===== config.mk =====
export PLATFORM = sky130hd
export DESIGN_NAME = pulse_beat_rate_and_rmssd
export DESIGN_NICKNAME = d
export VERILOG_FILES = /design/src/design/pbr_pkg.sv /design/src/design/pbr_queue.sv /design/src/design/pbr_front.sv /design/src/design/pbr_div.sv /design/src/design/pbr_back.sv /design/src/design/pulse_beat_rate_and_rmssd.sv
export VERILOG_INCLUDE_DIRS = /design/src /design/src/design
export SDC_FILE = /design/constraint.sdc
export NUM_CORES = 2
export LEC_CHECK = 0
export BUFFER_PORTS_ARGS = -buffer_cell sky130_fd_sc_hd__buf_4
export CAP_MARGIN = 15
export CORE_MARGIN = 4
export CORE_UTILIZATION = 57
export DETAILED_ROUTE_END_ITERATION = 12
export MAX_ROUTING_LAYER = met4
export PLACE_DENSITY = 0.85
export SETUP_SLACK_MARGIN = 0.1
export SYNTH_ARGS = -nofsm -noshare
export SYNTH_HDL_FRONTEND = slang
export SYNTH_HIERARCHICAL = 1
export SYNTH_SLANG_ARGS = --single-unit
export TNS_END_PERCENT = 100

===== constraint.sdc =====
create_clock -name clock -period 7.6 [get_ports clock]
set_input_delay 1.52 -clock clock [delete_from_list [all_inputs] [get_ports clock]]
set_output_delay 1.52 -clock clock [all_outputs]
set_load 0.01 [all_outputs]

===== src/design/pulse_beat_rate_and_rmssd_defines.svh =====
// Assertion macros used by the back part of the pulse beat rate and RMSSD design.
`ifndef PULSE_BEAT_RATE_AND_RMSSD_DEFINES_SVH
`define PULSE_BEAT_RATE_AND_RMSSD_DEFINES_SVH

// ante holds at an edge: cons holds at the same edge
`define PBR_ASSERT_IMP(label, clk, rst, ante, cons) \
   label: assert property (@(posedge clk) disable iff (rst) (ante) |-> (cons)) \
      else $error("pbr assertion failed");

// ante holds at an edge: cons holds at the next edge
`define PBR_ASSERT_NXT(label, clk, rst, ante, cons) \
   label: assert property (@(posedge clk) disable iff (rst) (ante) |=> (cons)) \
      else $error("pbr assertion failed");

`endif


===== src/design/pbr_pkg.sv =====
// Package: shared types, register codes and constants of the beat rate block.
package pbr_pkg;

   localparam int SAMPLE_W = 18;
   localparam int TIME_W   = 32;
   localparam int GAP_W    = 12;
   localparam int RATE_W   = 8;
   localparam int VAR_W    = 11;
   localparam int CSR_IDX_W  = 4;
   localparam int CSR_DATA_W = 17;

   localparam logic [31:0] RATE_NUMERATOR = 32'd60000;

   // register indexes
   localparam logic [CSR_IDX_W-1:0] CSR_FINGER_LEVEL  = 4'd0;
   localparam logic [CSR_IDX_W-1:0] CSR_MIN_GAP       = 4'd1;
   localparam logic [CSR_IDX_W-1:0] CSR_MAX_GAP       = 4'd2;
   localparam logic [CSR_IDX_W-1:0] CSR_REFRESH       = 4'd3;
   localparam logic [CSR_IDX_W-1:0] CSR_FRACTION      = 4'd4;
   localparam logic [CSR_IDX_W-1:0] CSR_MIN_RATE      = 4'd5;
   localparam logic [CSR_IDX_W-1:0] CSR_MAX_RATE      = 4'd6;
   localparam logic [CSR_IDX_W-1:0] CSR_MAX_VAR       = 4'd7;

   typedef struct packed {
      logic [16:0] finger_level;
      logic [11:0] min_gap;
      logic [11:0] max_gap;
      logic [15:0] refresh;
      logic [7:0]  fraction;
      logic [7:0]  min_rate;
      logic [7:0]  max_rate;
      logic [10:0] max_var;
   } cfg_type;

   localparam cfg_type CFG_RESET = '{
      finger_level: 17'd50000,
      min_gap:      12'd300,
      max_gap:      12'd2000,
      refresh:      16'd1000,
      fraction:     8'd179,
      min_rate:     8'd30,
      max_rate:     8'd220,
      max_var:      11'd500
   };

   typedef struct packed {
      logic             finger;
      logic             beat;
      logic             store;
      logic [GAP_W-1:0] gap;
   } task_type;

   typedef struct packed {
      logic              finger;
      logic              beat;
      logic [RATE_W-1:0] rate;
      logic [VAR_W-1:0]  variability;
   } result_type;

   typedef enum logic [2:0] {
      BK_IDLE,
      BK_RATE_RD,
      BK_RATE_AVG,
      BK_RATE_DIV,
      BK_VAR_RD,
      BK_VAR_DIV,
      BK_SQRT,
      BK_OUT
   } back_state_type;

   // zero a rate outside the band; 256 stands for any rate above 255
   function automatic logic [RATE_W-1:0] rate_in_band(logic [8:0] r, logic [7:0] lo,
                                                     logic [7:0] hi);
      logic [RATE_W-1:0] res;
      res = ((r < {1'b0, lo}) || (r > {1'b0, hi})) ? '0 : r[RATE_W-1:0];
      return res;
   endfunction

endpackage


===== src/design/pbr_queue.sv =====
// Small first-in first-out queue used between the block's parts.
module pbr_queue #(
   parameter int WIDTH = 8,
   parameter int DEPTH = 2
) (
   input  logic             clock,
   input  logic             reset,
   input  logic             push,
   input  logic [WIDTH-1:0] push_data,
   output logic             full,
   input  logic             pop,
   output logic             empty,
   output logic [WIDTH-1:0] pop_data
);

   localparam int PW = (DEPTH > 1) ? $clog2(DEPTH) : 1;
   localparam int CW = $clog2(DEPTH + 1);

   logic [WIDTH-1:0] slot_ff [DEPTH];
   logic [PW-1:0]    wr_ff, wr_in, rd_ff, rd_in;
   logic [CW-1:0]    count_ff, count_in;
   logic             do_push, do_pop;

   assign full     = (count_ff == CW'(DEPTH));
   assign empty    = (count_ff == '0);
   assign do_push  = push && !full;
   assign do_pop   = pop && !empty;
   assign pop_data = slot_ff[rd_ff];

   always_comb begin
      wr_in    = wr_ff;
      rd_in    = rd_ff;
      count_in = count_ff;
      if (do_push) begin
         wr_in = (wr_ff == PW'(DEPTH - 1)) ? '0 : wr_ff + PW'(1);
      end
      if (do_pop) begin
         rd_in = (rd_ff == PW'(DEPTH - 1)) ? '0 : rd_ff + PW'(1);
      end
      if (do_push && !do_pop) begin
         count_in = count_ff + CW'(1);
      end else if (do_pop && !do_push) begin
         count_in = count_ff - CW'(1);
      end
   end

   always_ff @(posedge clock) begin
      if (reset) begin
         wr_ff    <= '0;
         rd_ff    <= '0;
         count_ff <= '0;
      end else begin
         wr_ff    <= wr_in;
         rd_ff    <= rd_in;
         count_ff <= count_in;
      end
   end

   always_ff @(posedge clock) begin
      if (do_push) begin
         slot_ff[wr_ff] <= push_data;
      end
   end

endmodule


===== src/design/pbr_front.sv =====
// Front part: finger check, peak detector and beat interval qualification.
module pbr_front (
   input  logic                                clock,
   input  logic                                reset,
   input  logic                                accept,
   input  logic signed [pbr_pkg::SAMPLE_W-1:0] ir_sample,
   input  logic [pbr_pkg::TIME_W-1:0]          time_ms,
   input  pbr_pkg::cfg_type                    cfg,
   output pbr_pkg::task_type                   task_out
);

   logic signed [pbr_pkg::SAMPLE_W-1:0] prev_ff, prev_in, thr_ff, thr_in;
   logic                                rising_ff, rising_in;
   logic [pbr_pkg::TIME_W-1:0]          peak_ff, peak_in, last_ff, last_in;

   logic                                finger, beat, store;
   logic [pbr_pkg::TIME_W-1:0]          since_peak, gap;
   logic [24:0]                         scaled;
   logic signed [pbr_pkg::SAMPLE_W-1:0] thr_use;

   always_comb begin
      finger     = (ir_sample >= $signed({1'b0, cfg.finger_level}));
      since_peak = time_ms - peak_ff;
      // sample is not negative here whenever it matters
      scaled     = ir_sample[16:0] * cfg.fraction;
      thr_use    = (since_peak > {16'd0, cfg.refresh}) ? $signed({1'b0, scaled[24:8]}) : thr_ff;
      gap        = time_ms - last_ff;

      prev_in   = prev_ff;
      thr_in    = thr_ff;
      rising_in = rising_ff;
      peak_in   = peak_ff;
      last_in   = last_ff;
      beat      = 1'b0;

      if (accept && finger) begin
         thr_in  = thr_use;
         prev_in = ir_sample;
         if (ir_sample > prev_ff) begin
            rising_in = 1'b1;
         end else if (rising_ff && (ir_sample < prev_ff)) begin
            rising_in = 1'b0;
            if ((ir_sample > thr_use) && (prev_ff > thr_use)) begin
               beat    = 1'b1;
               peak_in = time_ms;
               last_in = time_ms;
            end
         end
      end

      store = beat && (gap > {20'd0, cfg.min_gap}) && (gap < {20'd0, cfg.max_gap});

      task_out.finger = finger;
      task_out.beat   = beat;
      task_out.store  = store;
      task_out.gap    = gap[pbr_pkg::GAP_W-1:0];
   end

   always_ff @(posedge clock) begin
      if (reset) begin
         prev_ff   <= '0;
         thr_ff    <= '0;
         rising_ff <= 1'b0;
         peak_ff   <= '0;
         last_ff   <= '0;
      end else begin
         prev_ff   <= prev_in;
         thr_ff    <= thr_in;
         rising_ff <= rising_in;
         peak_ff   <= peak_in;
         last_ff   <= last_in;
      end
   end

endmodule


===== src/design/pbr_div.sv =====
// Restoring divider: 32-bit dividend by 16-bit divisor, one quotient bit a cycle.
module pbr_div (
   input  logic        clock,
   input  logic        reset,
   input  logic        start,
   input  logic [31:0] dividend,
   input  logic [15:0] divisor,
   output logic        busy,
   output logic        done,
   output logic [31:0] quotient
);

   logic [31:0] dvd_ff, dvd_in;
   logic [16:0] rem_ff, rem_in;
   logic [15:0] dvs_ff, dvs_in;
   logic [4:0]  cnt_ff, cnt_in;
   logic        busy_ff, busy_in, done_ff, done_in;
   logic [16:0] rem_sh;
   logic        ge;

   assign busy     = busy_ff;
   assign done     = done_ff;
   assign quotient = dvd_ff;

   always_comb begin
      rem_sh  = {rem_ff[15:0], dvd_ff[31]};
      ge      = (rem_sh >= {1'b0, dvs_ff});
      dvd_in  = dvd_ff;
      rem_in  = rem_ff;
      dvs_in  = dvs_ff;
      cnt_in  = cnt_ff;
      busy_in = busy_ff;
      done_in = 1'b0;
      if (start && !busy_ff) begin
         dvd_in  = dividend;
         dvs_in  = divisor;
         rem_in  = '0;
         cnt_in  = '0;
         busy_in = 1'b1;
      end else if (busy_ff) begin
         // shift quotient bits in where the dividend bits leave
         rem_in = ge ? (rem_sh - {1'b0, dvs_ff}) : rem_sh;
         dvd_in = {dvd_ff[30:0], ge};
         cnt_in = cnt_ff + 5'd1;
         if (cnt_ff == 5'd31) begin
            busy_in = 1'b0;
            done_in = 1'b1;
         end
      end
   end

   always_ff @(posedge clock) begin
      if (reset) begin
         busy_ff <= 1'b0;
         done_ff <= 1'b0;
         cnt_ff  <= '0;
      end else begin
         busy_ff <= busy_in;
         done_ff <= done_in;
         cnt_ff  <= cnt_in;
      end
   end

   always_ff @(posedge clock) begin
      dvd_ff <= dvd_in;
      rem_ff <= rem_in;
      dvs_ff <= dvs_in;
   end

endmodule


===== src/design/pbr_back.sv =====
// Back part: interval ring, rate averaging and division, RMSSD and square root.
`include "pulse_beat_rate_and_rmssd_defines.svh"

module pbr_back #(
   parameter int RING_DEPTH         = 32,
   parameter int RATE_WINDOW        = 8,
   parameter int VARIABILITY_WINDOW = 30
) (
   input  logic                   clock,
   input  logic                   reset,
   input  pbr_pkg::cfg_type       cfg,
   input  logic                   tq_empty,
   input  pbr_pkg::task_type      tq_data,
   output logic                   tq_pop,
   input  logic                   rq_full,
   output logic                   rq_push,
   output pbr_pkg::result_type    rq_data
);

   localparam int PTR_W  = $clog2(RING_DEPTH);
   localparam int CNT_W  = $clog2(RING_DEPTH + 1);
   localparam int MAX_RD = (RATE_WINDOW > VARIABILITY_WINDOW + 1) ?
                           RATE_WINDOW : VARIABILITY_WINDOW + 1;
   localparam int ISS_W  = $clog2(MAX_RD + 1);

   pbr_pkg::back_state_type state_ff, state_in;

   logic [pbr_pkg::GAP_W-1:0] ring_mem [RING_DEPTH];
   logic [pbr_pkg::GAP_W-1:0] rd_data_ff;
   logic                      ring_we;

   logic [PTR_W-1:0]  wi_ff, wi_in, ptr_ff, ptr_in;
   logic [CNT_W-1:0]  fill_ff, fill_in, fill_inc;
   logic [ISS_W-1:0]  need_ff, need_in, issue_ff, issue_in, rate_need, var_need;
   logic              rd_pend_ff, rd_pend_in, sq_pend_ff, sq_pend_in;
   logic              have_prev_ff, have_prev_in;
   logic [pbr_pkg::GAP_W-1:0] prev_ff, prev_in, diff;
   logic [23:0]       sq_ff, sq_in;
   logic [31:0]       acc_ff, acc_in, rem_ff, rem_in, root_ff, root_in, bit_ff, bit_in;
   logic [31:0]       root_try;
   logic [pbr_pkg::RATE_W-1:0] rate_ff, rate_in;
   logic [pbr_pkg::VAR_W-1:0]  var_ff, var_in;
   logic              fin_ff, fin_in, beat_ff, beat_in;
   logic              div_on_ff, div_on_in;
   logic              issuing, reads_done;
   logic [8:0]        rate9;

   logic              div_start, div_busy, div_done;
   logic [31:0]       div_dvd, div_quo;
   logic [15:0]       div_dvs;

   pbr_div u_div (
      .clock    (clock),
      .reset    (reset),
      .start    (div_start),
      .dividend (div_dvd),
      .divisor  (div_dvs),
      .busy     (div_busy),
      .done     (div_done),
      .quotient (div_quo)
   );

   always_comb begin
      fill_inc  = (fill_ff == CNT_W'(RING_DEPTH)) ? fill_ff : fill_ff + CNT_W'(1);
      rate_need = (int'(fill_inc) < RATE_WINDOW) ? ISS_W'(fill_inc) : ISS_W'(RATE_WINDOW);
      // one more read than differences
      var_need  = ((int'(fill_ff) - 1) < VARIABILITY_WINDOW) ?
                  ISS_W'(fill_ff) : ISS_W'(VARIABILITY_WINDOW + 1);
      issuing    = (issue_ff != need_ff);
      reads_done = !issuing && !rd_pend_ff && !sq_pend_ff;
      diff       = (rd_data_ff > prev_ff) ? rd_data_ff - prev_ff : prev_ff - rd_data_ff;
      root_try   = root_ff + bit_ff;
      rate9      = (div_quo > 32'd255) ? 9'd256 : div_quo[8:0];
   end

   // next state
   always_comb begin
      state_in = state_ff;
      unique case (state_ff)
         pbr_pkg::BK_IDLE: begin
            if (!tq_empty) begin
               if (tq_data.finger && tq_data.store) begin
                  state_in = pbr_pkg::BK_RATE_RD;
               end else if (fill_ff < CNT_W'(2)) begin
                  state_in = pbr_pkg::BK_OUT;
               end else begin
                  state_in = pbr_pkg::BK_VAR_RD;
               end
            end
         end
         pbr_pkg::BK_RATE_RD: begin
            if (reads_done) state_in = pbr_pkg::BK_RATE_AVG;
         end
         pbr_pkg::BK_RATE_AVG: begin
            if (div_done) state_in = pbr_pkg::BK_RATE_DIV;
         end
         pbr_pkg::BK_RATE_DIV: begin
            if (acc_ff == '0 || div_done) begin
               state_in = (fill_ff < CNT_W'(2)) ? pbr_pkg::BK_OUT : pbr_pkg::BK_VAR_RD;
            end
         end
         pbr_pkg::BK_VAR_RD: begin
            if (reads_done) state_in = pbr_pkg::BK_VAR_DIV;
         end
         pbr_pkg::BK_VAR_DIV: begin
            if (div_done) state_in = pbr_pkg::BK_SQRT;
         end
         pbr_pkg::BK_SQRT: begin
            if (bit_ff == '0) state_in = pbr_pkg::BK_OUT;
         end
         pbr_pkg::BK_OUT: begin
            if (!rq_full) state_in = pbr_pkg::BK_IDLE;
         end
         default: state_in = pbr_pkg::BK_IDLE;
      endcase
   end

   // datapath and strobes
   always_comb begin
      wi_in        = wi_ff;
      ptr_in       = ptr_ff;
      fill_in      = fill_ff;
      need_in      = need_ff;
      issue_in     = issue_ff;
      rd_pend_in   = 1'b0;
      sq_pend_in   = 1'b0;
      have_prev_in = have_prev_ff;
      prev_in      = prev_ff;
      sq_in        = sq_ff;
      acc_in       = acc_ff;
      rem_in       = rem_ff;
      root_in      = root_ff;
      bit_in       = bit_ff;
      rate_in      = rate_ff;
      var_in       = var_ff;
      fin_in       = fin_ff;
      beat_in      = beat_ff;
      div_on_in    = div_on_ff;
      div_start    = 1'b0;
      div_dvd      = acc_ff;
      div_dvs      = 16'(need_ff);
      tq_pop       = 1'b0;
      rq_push      = 1'b0;
      ring_we      = 1'b0;

      // walk the ring from the newest entry back
      if (state_ff == pbr_pkg::BK_RATE_RD || state_ff == pbr_pkg::BK_VAR_RD) begin
         if (issuing) begin
            issue_in   = issue_ff + ISS_W'(1);
            ptr_in     = (ptr_ff == '0) ? PTR_W'(RING_DEPTH - 1) : ptr_ff - PTR_W'(1);
            rd_pend_in = 1'b1;
         end
      end

      unique case (state_ff)
         pbr_pkg::BK_IDLE: begin
            if (!tq_empty) begin
               tq_pop  = 1'b1;
               fin_in  = tq_data.finger;
               beat_in = tq_data.beat;
               if (!tq_data.finger) begin
                  rate_in = '0;
               end else if (tq_data.store) begin
                  ring_we  = 1'b1;
                  wi_in    = (wi_ff == PTR_W'(RING_DEPTH - 1)) ? '0 : wi_ff + PTR_W'(1);
                  fill_in  = fill_inc;
                  ptr_in   = wi_ff;
                  need_in  = rate_need;
                  issue_in = '0;
                  acc_in   = '0;
               end else begin
                  rate_in = pbr_pkg::rate_in_band({1'b0, rate_ff}, cfg.min_rate, cfg.max_rate);
               end
               if (!(tq_data.finger && tq_data.store)) begin
                  ptr_in       = (wi_ff == '0) ? PTR_W'(RING_DEPTH - 1) : wi_ff - PTR_W'(1);
                  need_in      = var_need;
                  issue_in     = '0;
                  acc_in       = '0;
                  have_prev_in = 1'b0;
                  if (fill_ff < CNT_W'(2)) var_in = '0;
               end
            end
         end
         pbr_pkg::BK_RATE_RD: begin
            if (rd_pend_ff) acc_in = acc_ff + 32'(rd_data_ff);
         end
         pbr_pkg::BK_RATE_AVG: begin
            div_dvd = acc_ff;
            div_dvs = 16'(need_ff);
            if (!div_on_ff) begin
               div_start = 1'b1;
               div_on_in = 1'b1;
            end else if (div_done) begin
               div_on_in = 1'b0;
               acc_in    = div_quo;
            end
         end
         pbr_pkg::BK_RATE_DIV: begin
            div_dvd = pbr_pkg::RATE_NUMERATOR;
            div_dvs = acc_ff[15:0];
            if (acc_ff == '0) begin
               rate_in = '0;
            end else if (!div_on_ff) begin
               div_start = 1'b1;
               div_on_in = 1'b1;
            end else if (div_done) begin
               div_on_in = 1'b0;
               rate_in   = pbr_pkg::rate_in_band(rate9, cfg.min_rate, cfg.max_rate);
            end
            if (acc_ff == '0 || div_done) begin
               ptr_in       = (wi_ff == '0) ? PTR_W'(RING_DEPTH - 1) : wi_ff - PTR_W'(1);
               need_in      = var_need;
               issue_in     = '0;
               acc_in       = '0;
               have_prev_in = 1'b0;
               if (fill_ff < CNT_W'(2)) var_in = '0;
            end
         end
         pbr_pkg::BK_VAR_RD: begin
            if (rd_pend_ff) begin
               prev_in      = rd_data_ff;
               have_prev_in = 1'b1;
               sq_in        = diff * diff;
               sq_pend_in   = have_prev_ff;
            end
            if (sq_pend_ff) acc_in = acc_ff + 32'(sq_ff);
         end
         pbr_pkg::BK_VAR_DIV: begin
            div_dvd = acc_ff;
            div_dvs = 16'(need_ff - ISS_W'(1));
            if (!div_on_ff) begin
               div_start = 1'b1;
               div_on_in = 1'b1;
            end else if (div_done) begin
               div_on_in = 1'b0;
               rem_in    = div_quo;
               root_in   = '0;
               bit_in    = 32'h4000_0000;
            end
         end
         pbr_pkg::BK_SQRT: begin
            if (bit_ff != '0) begin
               if (rem_ff >= root_try) begin
                  rem_in  = rem_ff - root_try;
                  root_in = (root_ff >> 1) + bit_ff;
               end else begin
                  root_in = root_ff >> 1;
               end
               bit_in = bit_ff >> 2;
            end else begin
               var_in = (root_ff > {21'd0, cfg.max_var}) ? '0 : root_ff[pbr_pkg::VAR_W-1:0];
            end
         end
         pbr_pkg::BK_OUT: begin
            rq_push = !rq_full;
         end
         default: begin
         end
      endcase

      rq_data.finger      = fin_ff;
      rq_data.beat        = beat_ff;
      rq_data.rate        = rate_ff;
      rq_data.variability = var_ff;
   end

   always_ff @(posedge clock) begin
      if (reset) begin
         state_ff   <= pbr_pkg::BK_IDLE;
         wi_ff      <= '0;
         fill_ff    <= '0;
         rate_ff    <= '0;
         var_ff     <= '0;
         rd_pend_ff <= 1'b0;
         sq_pend_ff <= 1'b0;
         div_on_ff  <= 1'b0;
         issue_ff   <= '0;
         need_ff    <= '0;
      end else begin
         state_ff   <= state_in;
         wi_ff      <= wi_in;
         fill_ff    <= fill_in;
         rate_ff    <= rate_in;
         var_ff     <= var_in;
         rd_pend_ff <= rd_pend_in;
         sq_pend_ff <= sq_pend_in;
         div_on_ff  <= div_on_in;
         issue_ff   <= issue_in;
         need_ff    <= need_in;
      end
   end

   always_ff @(posedge clock) begin
      ptr_ff       <= ptr_in;
      have_prev_ff <= have_prev_in;
      prev_ff      <= prev_in;
      sq_ff        <= sq_in;
      acc_ff       <= acc_in;
      rem_ff       <= rem_in;
      root_ff      <= root_in;
      bit_ff       <= bit_in;
      fin_ff       <= fin_in;
      beat_ff      <= beat_in;
   end

   always_ff @(posedge clock) begin
      if (ring_we) begin
         ring_mem[wi_ff] <= tq_data.gap;
      end
      rd_data_ff <= ring_mem[ptr_ff];
   end

   `PBR_ASSERT_IMP(a_div_start_idle, clock, reset, div_start, !div_busy)
   `PBR_ASSERT_IMP(a_fill_bound, clock, reset, 1'b1, fill_ff <= CNT_W'(RING_DEPTH))
   `PBR_ASSERT_NXT(a_store_fills, clock, reset, ring_we, fill_ff != '0)
   `PBR_ASSERT_IMP(a_push_in_out, clock, reset, rq_push, state_ff == pbr_pkg::BK_OUT)

endmodule


===== src/design/pulse_beat_rate_and_rmssd.sv =====
// Top level: beat detection front, beat queue, rate and RMSSD back, result queue.
//
//   channel   direction  handshake             payload
//   req_      in         req_push / req_full   ir_sample, time_ms
//   rsp_      out        rsp_pop / rsp_empty   finger_present, beat_seen, rate_bpm,
//                                              variability_ms
//   csr_      in         csr_valid / csr_ready csr_index, csr_wdata
//
// The front classifies a sample in the cycle it is taken. While fewer than two intervals are
// stored and none is added, the back goes straight to its output state; otherwise it reads the
// ring one entry a cycle for the rate mean (when an interval is stored) and for the RMSSD (once
// two are stored), and runs the shared divider (once for RMSSD, two more times when an interval
// is stored) and then the square root.
// Two-entry queues sit between front and back and on the result side; a full result
// queue holds the back in its output state. Reset is synchronous; the ring holds no reset.
module pulse_beat_rate_and_rmssd #(
   parameter int RING_DEPTH         = 32,
   parameter int RATE_WINDOW        = 8,
   parameter int VARIABILITY_WINDOW = 30
) (
   input  logic                                  clock,
   input  logic                                  reset,
   input  logic                                  req_push,
   output logic                                  req_full,
   input  logic signed [pbr_pkg::SAMPLE_W-1:0]   req_ir_sample,
   input  logic [pbr_pkg::TIME_W-1:0]            req_time_ms,
   output logic                                  rsp_empty,
   input  logic                                  rsp_pop,
   output logic                                  rsp_finger_present,
   output logic                                  rsp_beat_seen,
   output logic [pbr_pkg::RATE_W-1:0]            rsp_rate_bpm,
   output logic [pbr_pkg::VAR_W-1:0]             rsp_variability_ms,
   input  logic                                  csr_valid,
   output logic                                  csr_ready,
   input  logic [pbr_pkg::CSR_IDX_W-1:0]         csr_index,
   input  logic [pbr_pkg::CSR_DATA_W-1:0]        csr_wdata
);

   pbr_pkg::cfg_type    cfg_ff, cfg_in;
   pbr_pkg::task_type   front_task, tq_data;
   pbr_pkg::result_type rq_in, rq_out;
   logic                tq_full, tq_empty, tq_pop, rq_full, rq_push;
   logic                accept;

   assign csr_ready = 1'b1;
   assign req_full  = tq_full;
   assign accept    = req_push && !tq_full;

   always_comb begin
      cfg_in = cfg_ff;
      if (csr_valid) begin
         unique case (csr_index)
            pbr_pkg::CSR_FINGER_LEVEL: cfg_in.finger_level = csr_wdata[16:0];
            pbr_pkg::CSR_MIN_GAP:      cfg_in.min_gap      = csr_wdata[11:0];
            pbr_pkg::CSR_MAX_GAP:      cfg_in.max_gap      = csr_wdata[11:0];
            pbr_pkg::CSR_REFRESH:      cfg_in.refresh      = csr_wdata[15:0];
            pbr_pkg::CSR_FRACTION:     cfg_in.fraction     = csr_wdata[7:0];
            pbr_pkg::CSR_MIN_RATE:     cfg_in.min_rate     = csr_wdata[7:0];
            pbr_pkg::CSR_MAX_RATE:     cfg_in.max_rate     = csr_wdata[7:0];
            pbr_pkg::CSR_MAX_VAR:      cfg_in.max_var      = csr_wdata[10:0];
            default: begin
            end
         endcase
      end
   end

   always_ff @(posedge clock) begin
      if (reset) begin
         cfg_ff <= pbr_pkg::CFG_RESET;
      end else begin
         cfg_ff <= cfg_in;
      end
   end

   pbr_front u_front (
      .clock     (clock),
      .reset     (reset),
      .accept    (accept),
      .ir_sample (req_ir_sample),
      .time_ms   (req_time_ms),
      .cfg       (cfg_ff),
      .task_out  (front_task)
   );

   pbr_queue #(
      .WIDTH ($bits(pbr_pkg::task_type)),
      .DEPTH (2)
   ) u_task_q (
      .clock     (clock),
      .reset     (reset),
      .push      (req_push),
      .push_data (front_task),
      .full      (tq_full),
      .pop       (tq_pop),
      .empty     (tq_empty),
      .pop_data  (tq_data)
   );

   pbr_back #(
      .RING_DEPTH         (RING_DEPTH),
      .RATE_WINDOW        (RATE_WINDOW),
      .VARIABILITY_WINDOW (VARIABILITY_WINDOW)
   ) u_back (
      .clock    (clock),
      .reset    (reset),
      .cfg      (cfg_ff),
      .tq_empty (tq_empty),
      .tq_data  (tq_data),
      .tq_pop   (tq_pop),
      .rq_full  (rq_full),
      .rq_push  (rq_push),
      .rq_data  (rq_in)
   );

   pbr_queue #(
      .WIDTH ($bits(pbr_pkg::result_type)),
      .DEPTH (2)
   ) u_result_q (
      .clock     (clock),
      .reset     (reset),
      .push      (rq_push),
      .push_data (rq_in),
      .full      (rq_full),
      .pop       (rsp_pop),
      .empty     (rsp_empty),
      .pop_data  (rq_out)
   );

   assign rsp_finger_present = rq_out.finger;
   assign rsp_beat_seen      = rq_out.beat;
   assign rsp_rate_bpm       = rq_out.rate;
   assign rsp_variability_ms = rq_out.variability;

endmodule

==> results.md <==
• 234000 um — first-pass GRT wire length
• 0 — Hold Vio Cnt, Final
• fa_1 — most frequent cell on the critical path
• 0.3395 — post-synth top area share
• 3 — CTS Buffer Depth
• 0.1139 — Compound-Gate Fraction of Synth Area
• 98 — count of input and output buffers
• 113 — count of distinct cell types in the synthesized netlist
• 0 — leftover overflow at the end of global routing
• edfxtp_1, inv_1, ha_1, nor2_1, nand2_1 — most frequent cells in the layout
• 43050 — routed via count
• built — TritonCTS clock tree
• 7.351 ns — Final Critical Period
• 0.5760 — initial cell density of the core
• adder cells — dominant combinational cell family by area after synthesis
• clkbuf_16 — Clk Tree Root Cell
• 0.1456 — fraction of layout instances using a drive strength above 1
• 10 — initial antenna violation count
• 0 — cts hold-fix bufs
• 326.6 um — die outline width
• 0.9673 — Final period util
• 0.25 ns — R2R Setup Slk
• 116 — row count
• 7.76 ns — data arrival at the endpoint of the critical path
• 57850 sq um — post-synth design cell area
• -0.3430 ns — setup slack at placement
• u_back/rd_data_ff[0]$_DFF_P_ — startpoint of the worst hold path
• 0.05494 ns — Clock Skew
• 21.75 um — average wire length per cell after detail routing
• 94 — Num CTS Buffers
• 118 — pin count of the biggest net entering global routing
• 911 — number of flip-flops and latches in the synthesized netlist
• 42520 — vias in the first global route
• 104500 um — DP Wirelength
• 6 — Ys Warns
• edfxtp_1, ha_1, dfxtp_1, fa_1, mux4_2 — ranking of synthesized cells by area
• 0 — DRC
• 1.230 ns — Worst-Margin Slew
• u_back/sq_ff[20]$_DFFE_PP_ — Reg-to-Reg End
• 106600 sq um — die area
• register — kind of end point of the critical path
• yes — RSZ-0062 raised after global routing
• 64580 sq um — final instance area
• 8.01 ns — data required time of the worst path
• 0 — Hold Path Cell Cnt
• 0 — final number of max-transition violations
• 60600 sq um — post-place instance area
• 5936 — net count of the mapped netlist
• 0.1360 GHz — fmax
• 9 — critical path fanouts, max
• edfxtp_1 — cell type with the highest aggregate area in the netlist
• 6108 — number of nets in the final layout
• 0.03087 — synthesized-area fraction occupied by xor and xnor cells
• 11.64% — area grow syn2layout
• reg -> reg — class of the most critical hold timing path
• register — kind of launch point of the worst setup path
• 0.2808 — overall track demand over capacity in global routing
• 0.1316 — area fraction in and, or, nand and nor cells after synthesis
• reg -> reg — WS Path Type
• 149800 um — total routed wirelength
• 100 — count of boundary I/O pins
• 0 — Post-DRT Antenna Nets
• 0 — number of maximum-capacitance constraint violations
• 654 — count of flip-flops with a built-in enable after synthesis
• 0 ns — final-layout setup total negative slack
• 0 — Setup violations, final
• 6.248 — ratio of routed vias to standard cells
• 5271 — gate count after technology mapping
• 0.2489 ns — worst path setup slack after routing
• 6 — Detailed Routing Iterations Pass 1
• 911 — sink count of the clock tree
• 0.68 ns — insertion delay of the later-clocked pin in the worst-skew pair
• 0.09552 — fraction of synthesized area in multiplexers
• 0.59 ns — delay of the slowest cell on the worst path
• edfxtp_1 — commonest non-fill, non-tap cell in the layout
• 326.6 um — height of the die
• u_back/prev_ff[0]$_DFFE_PP_ — terminating pin of the worst hold path
• 0.1767 — relative max-transition margin
• 0.1513 — adder-cell share of the synthesized area
• 0 — async set-or-reset flop fraction in the synthesized netlist
• 10.97 sq um — mean post-synth cell area
• 3 — Max H-tree Level
• 28 — Reg2Reg Depth
• 4620 — Detailed Route Iter0 Violations
• 100400 sq um — core area
• u_back/prev_ff[0]$_DFFE_PP_ — reg2reg start
• fa_1 — library cell contributing the largest single delay on the critical path
• 0.4284 — sequential area share after synthesis
• 0.06 ns — clock edge transition at the registers on the reported setup and hold paths
• 0.9527 — Placer Congestion
• completed — status
• edfxtp_1 — top flip-flop cell by instance count after synthesis
kinds of logic after synthesis:
kind of cell | count (synthesis)
and+or+nand+nor | 1474
AOI/OAI and AO/OA | 994
DFF | 911
buffers and inverters | 703
adders and majority gates | 594
muxes | 391
xor gates and xnor gates | 203
other | 1
layout make-up:
| type | count | area [sq um] |
|---|---|---|
| Inverter | 480 | 1802 |
| Clock inverter | 55 | 635.6 |
| Fill cell | 7389 | 35860 |
| Multi-Input combinational cell | 3658 | 30640 |
| Clock buffer | 121 | 2579 |
| Antenna cell | 11 | 27.53 |
| Sequential cell | 911 | 24790 |
| Timing Repair Buffer | 298 | 2407 |
| Tap cell | 1357 | 1698 |
how the worst max path moves through the flow:
stage	slack, ns	endpoint	start	depth (start not counted)
after floorplan	0.13	u_task_q/slot_ff[0][12]$_DFFE_PP_	req_ir_sample[11]	27
after global placement	-0.25	u_front/last_ff[25]$_SDFFE_PP0P_	req_ir_sample[5]	29
after detailed placement	-0.34	u_front/last_ff[30]$_SDFFE_PP0P_	req_ir_sample[5]	29
after CTS	0.11	u_back/sq_ff[23]$_DFFE_PP_	u_back/rd_data_ff[0]$_DFF_P_	28
after global routing	0.02	u_back/sq_ff[22]$_DFFE_PP_	u_back/prev_ff[8]$_DFFE_PP_	26
final	0.25	u_back/sq_ff[20]$_DFFE_PP_	u_back/prev_ff[0]$_DFFE_PP_	28
per-stage QoR:
step | hold slack (ns) | instances | utilization
5_1_grt | 0.4667 | 6890 | 0.6430
2_1_floorplan | 0.4254 | 5271 | -
3_3_place_gp | 0.4403 | 6663 | 0.6033
4_1_cts | 0.4646 | 6841 | 0.6358
6_report | 0.4594 | 6891 | 0.6430
3_5_place_dp | 0.4467 | 6663 | 0.6033
timing repair:
item | in CTS | in global routing
pin swaps | 3 | 33
endpoints found under the setup margin | 3 | 41
cloned | 0 | 3
resized for setup | 4 | 71
buffers inserted | 2 | 14
state kept, by name, summed over array words and instances (netlist names), 11 cells and up, named ones only:
register,count
u_back/bit_ff,16
cfg_ff,92
u_back/u_div/rem_ff,16
u_back/rd_data_ff,12
u_back/u_div/dvs_ff,16
u_back/prev_ff,12
u_front/last_ff,32
u_back/rem_ff,32
u_task_q/slot_ff,30
u_back/root_ff,32
u_back/ring_mem,384
u_result_q/slot_ff,42
u_front/thr_ff,18
u_back/u_div/quotient,32
u_front/prev_ff,18
u_back/sq_ff,23
u_back/var_ff,11
u_back/acc_ff,32
routing by layer:
| metal | vias to the layer above | part of all wire | track usage |
|---|---|---|---|
| li1 | 19350 | - | - |
| met5 | - | 0 | - |
| met3 | 442 | 0.079 | 0.04315 |
| met4 | 0 | 0.041 | 0.1066 |
| met2 | 2119 | 0.48 | 0.4554 |
| met1 | 21140 | 0.40 | 0.3590 |
worst max-delay path, delay by kind of cell, from the launching register on:
family	cells	cell delay, ns
adders and majority gates	8	3.26
xor gates and xnor gates	2	0.31
muxes	1	0.15
buffers and inverters	5	0.56
DFF	1	0.39
AOI/OAI and AO/OA	9	1.95
and+or+nand+nor	3	0.45
cells in the mapped netlist (all sizes together), types with 13 or more instances:
| cell | number |
|---|---|
| inv | 480 |
| o311ai | 14 |
| fa | 177 |
| or4 | 13 |
| ha | 412 |
| nand4 | 66 |
| nand2b | 175 |
| nor3b | 13 |
| xor2 | 92 |
| nor3 | 73 |
| o31ai | 34 |
| o21a | 33 |
| a21boi | 16 |
| clkbuf | 141 |
| o21ai | 238 |
| and3 | 43 |
| nand3 | 68 |
| a21oi | 241 |
| nor2b | 63 |
| nor4 | 35 |
| buf | 82 |
| or2 | 29 |
| a211o | 13 |
| dfxtp | 257 |
| mux2 | 88 |
| mux2i | 183 |
| edfxtp | 654 |
| a211oi | 43 |
| nand2 | 326 |
| mux4 | 120 |
| a31oi | 57 |
| or3 | 27 |
| o211ai | 26 |
| xnor2 | 111 |
| and2 | 167 |
| a21o | 109 |
| o21bai | 35 |
| nor2 | 335 |
Power is not shown: default switching activity piles up to over one toggle a cycle in this logic, so the estimate is an artifact.
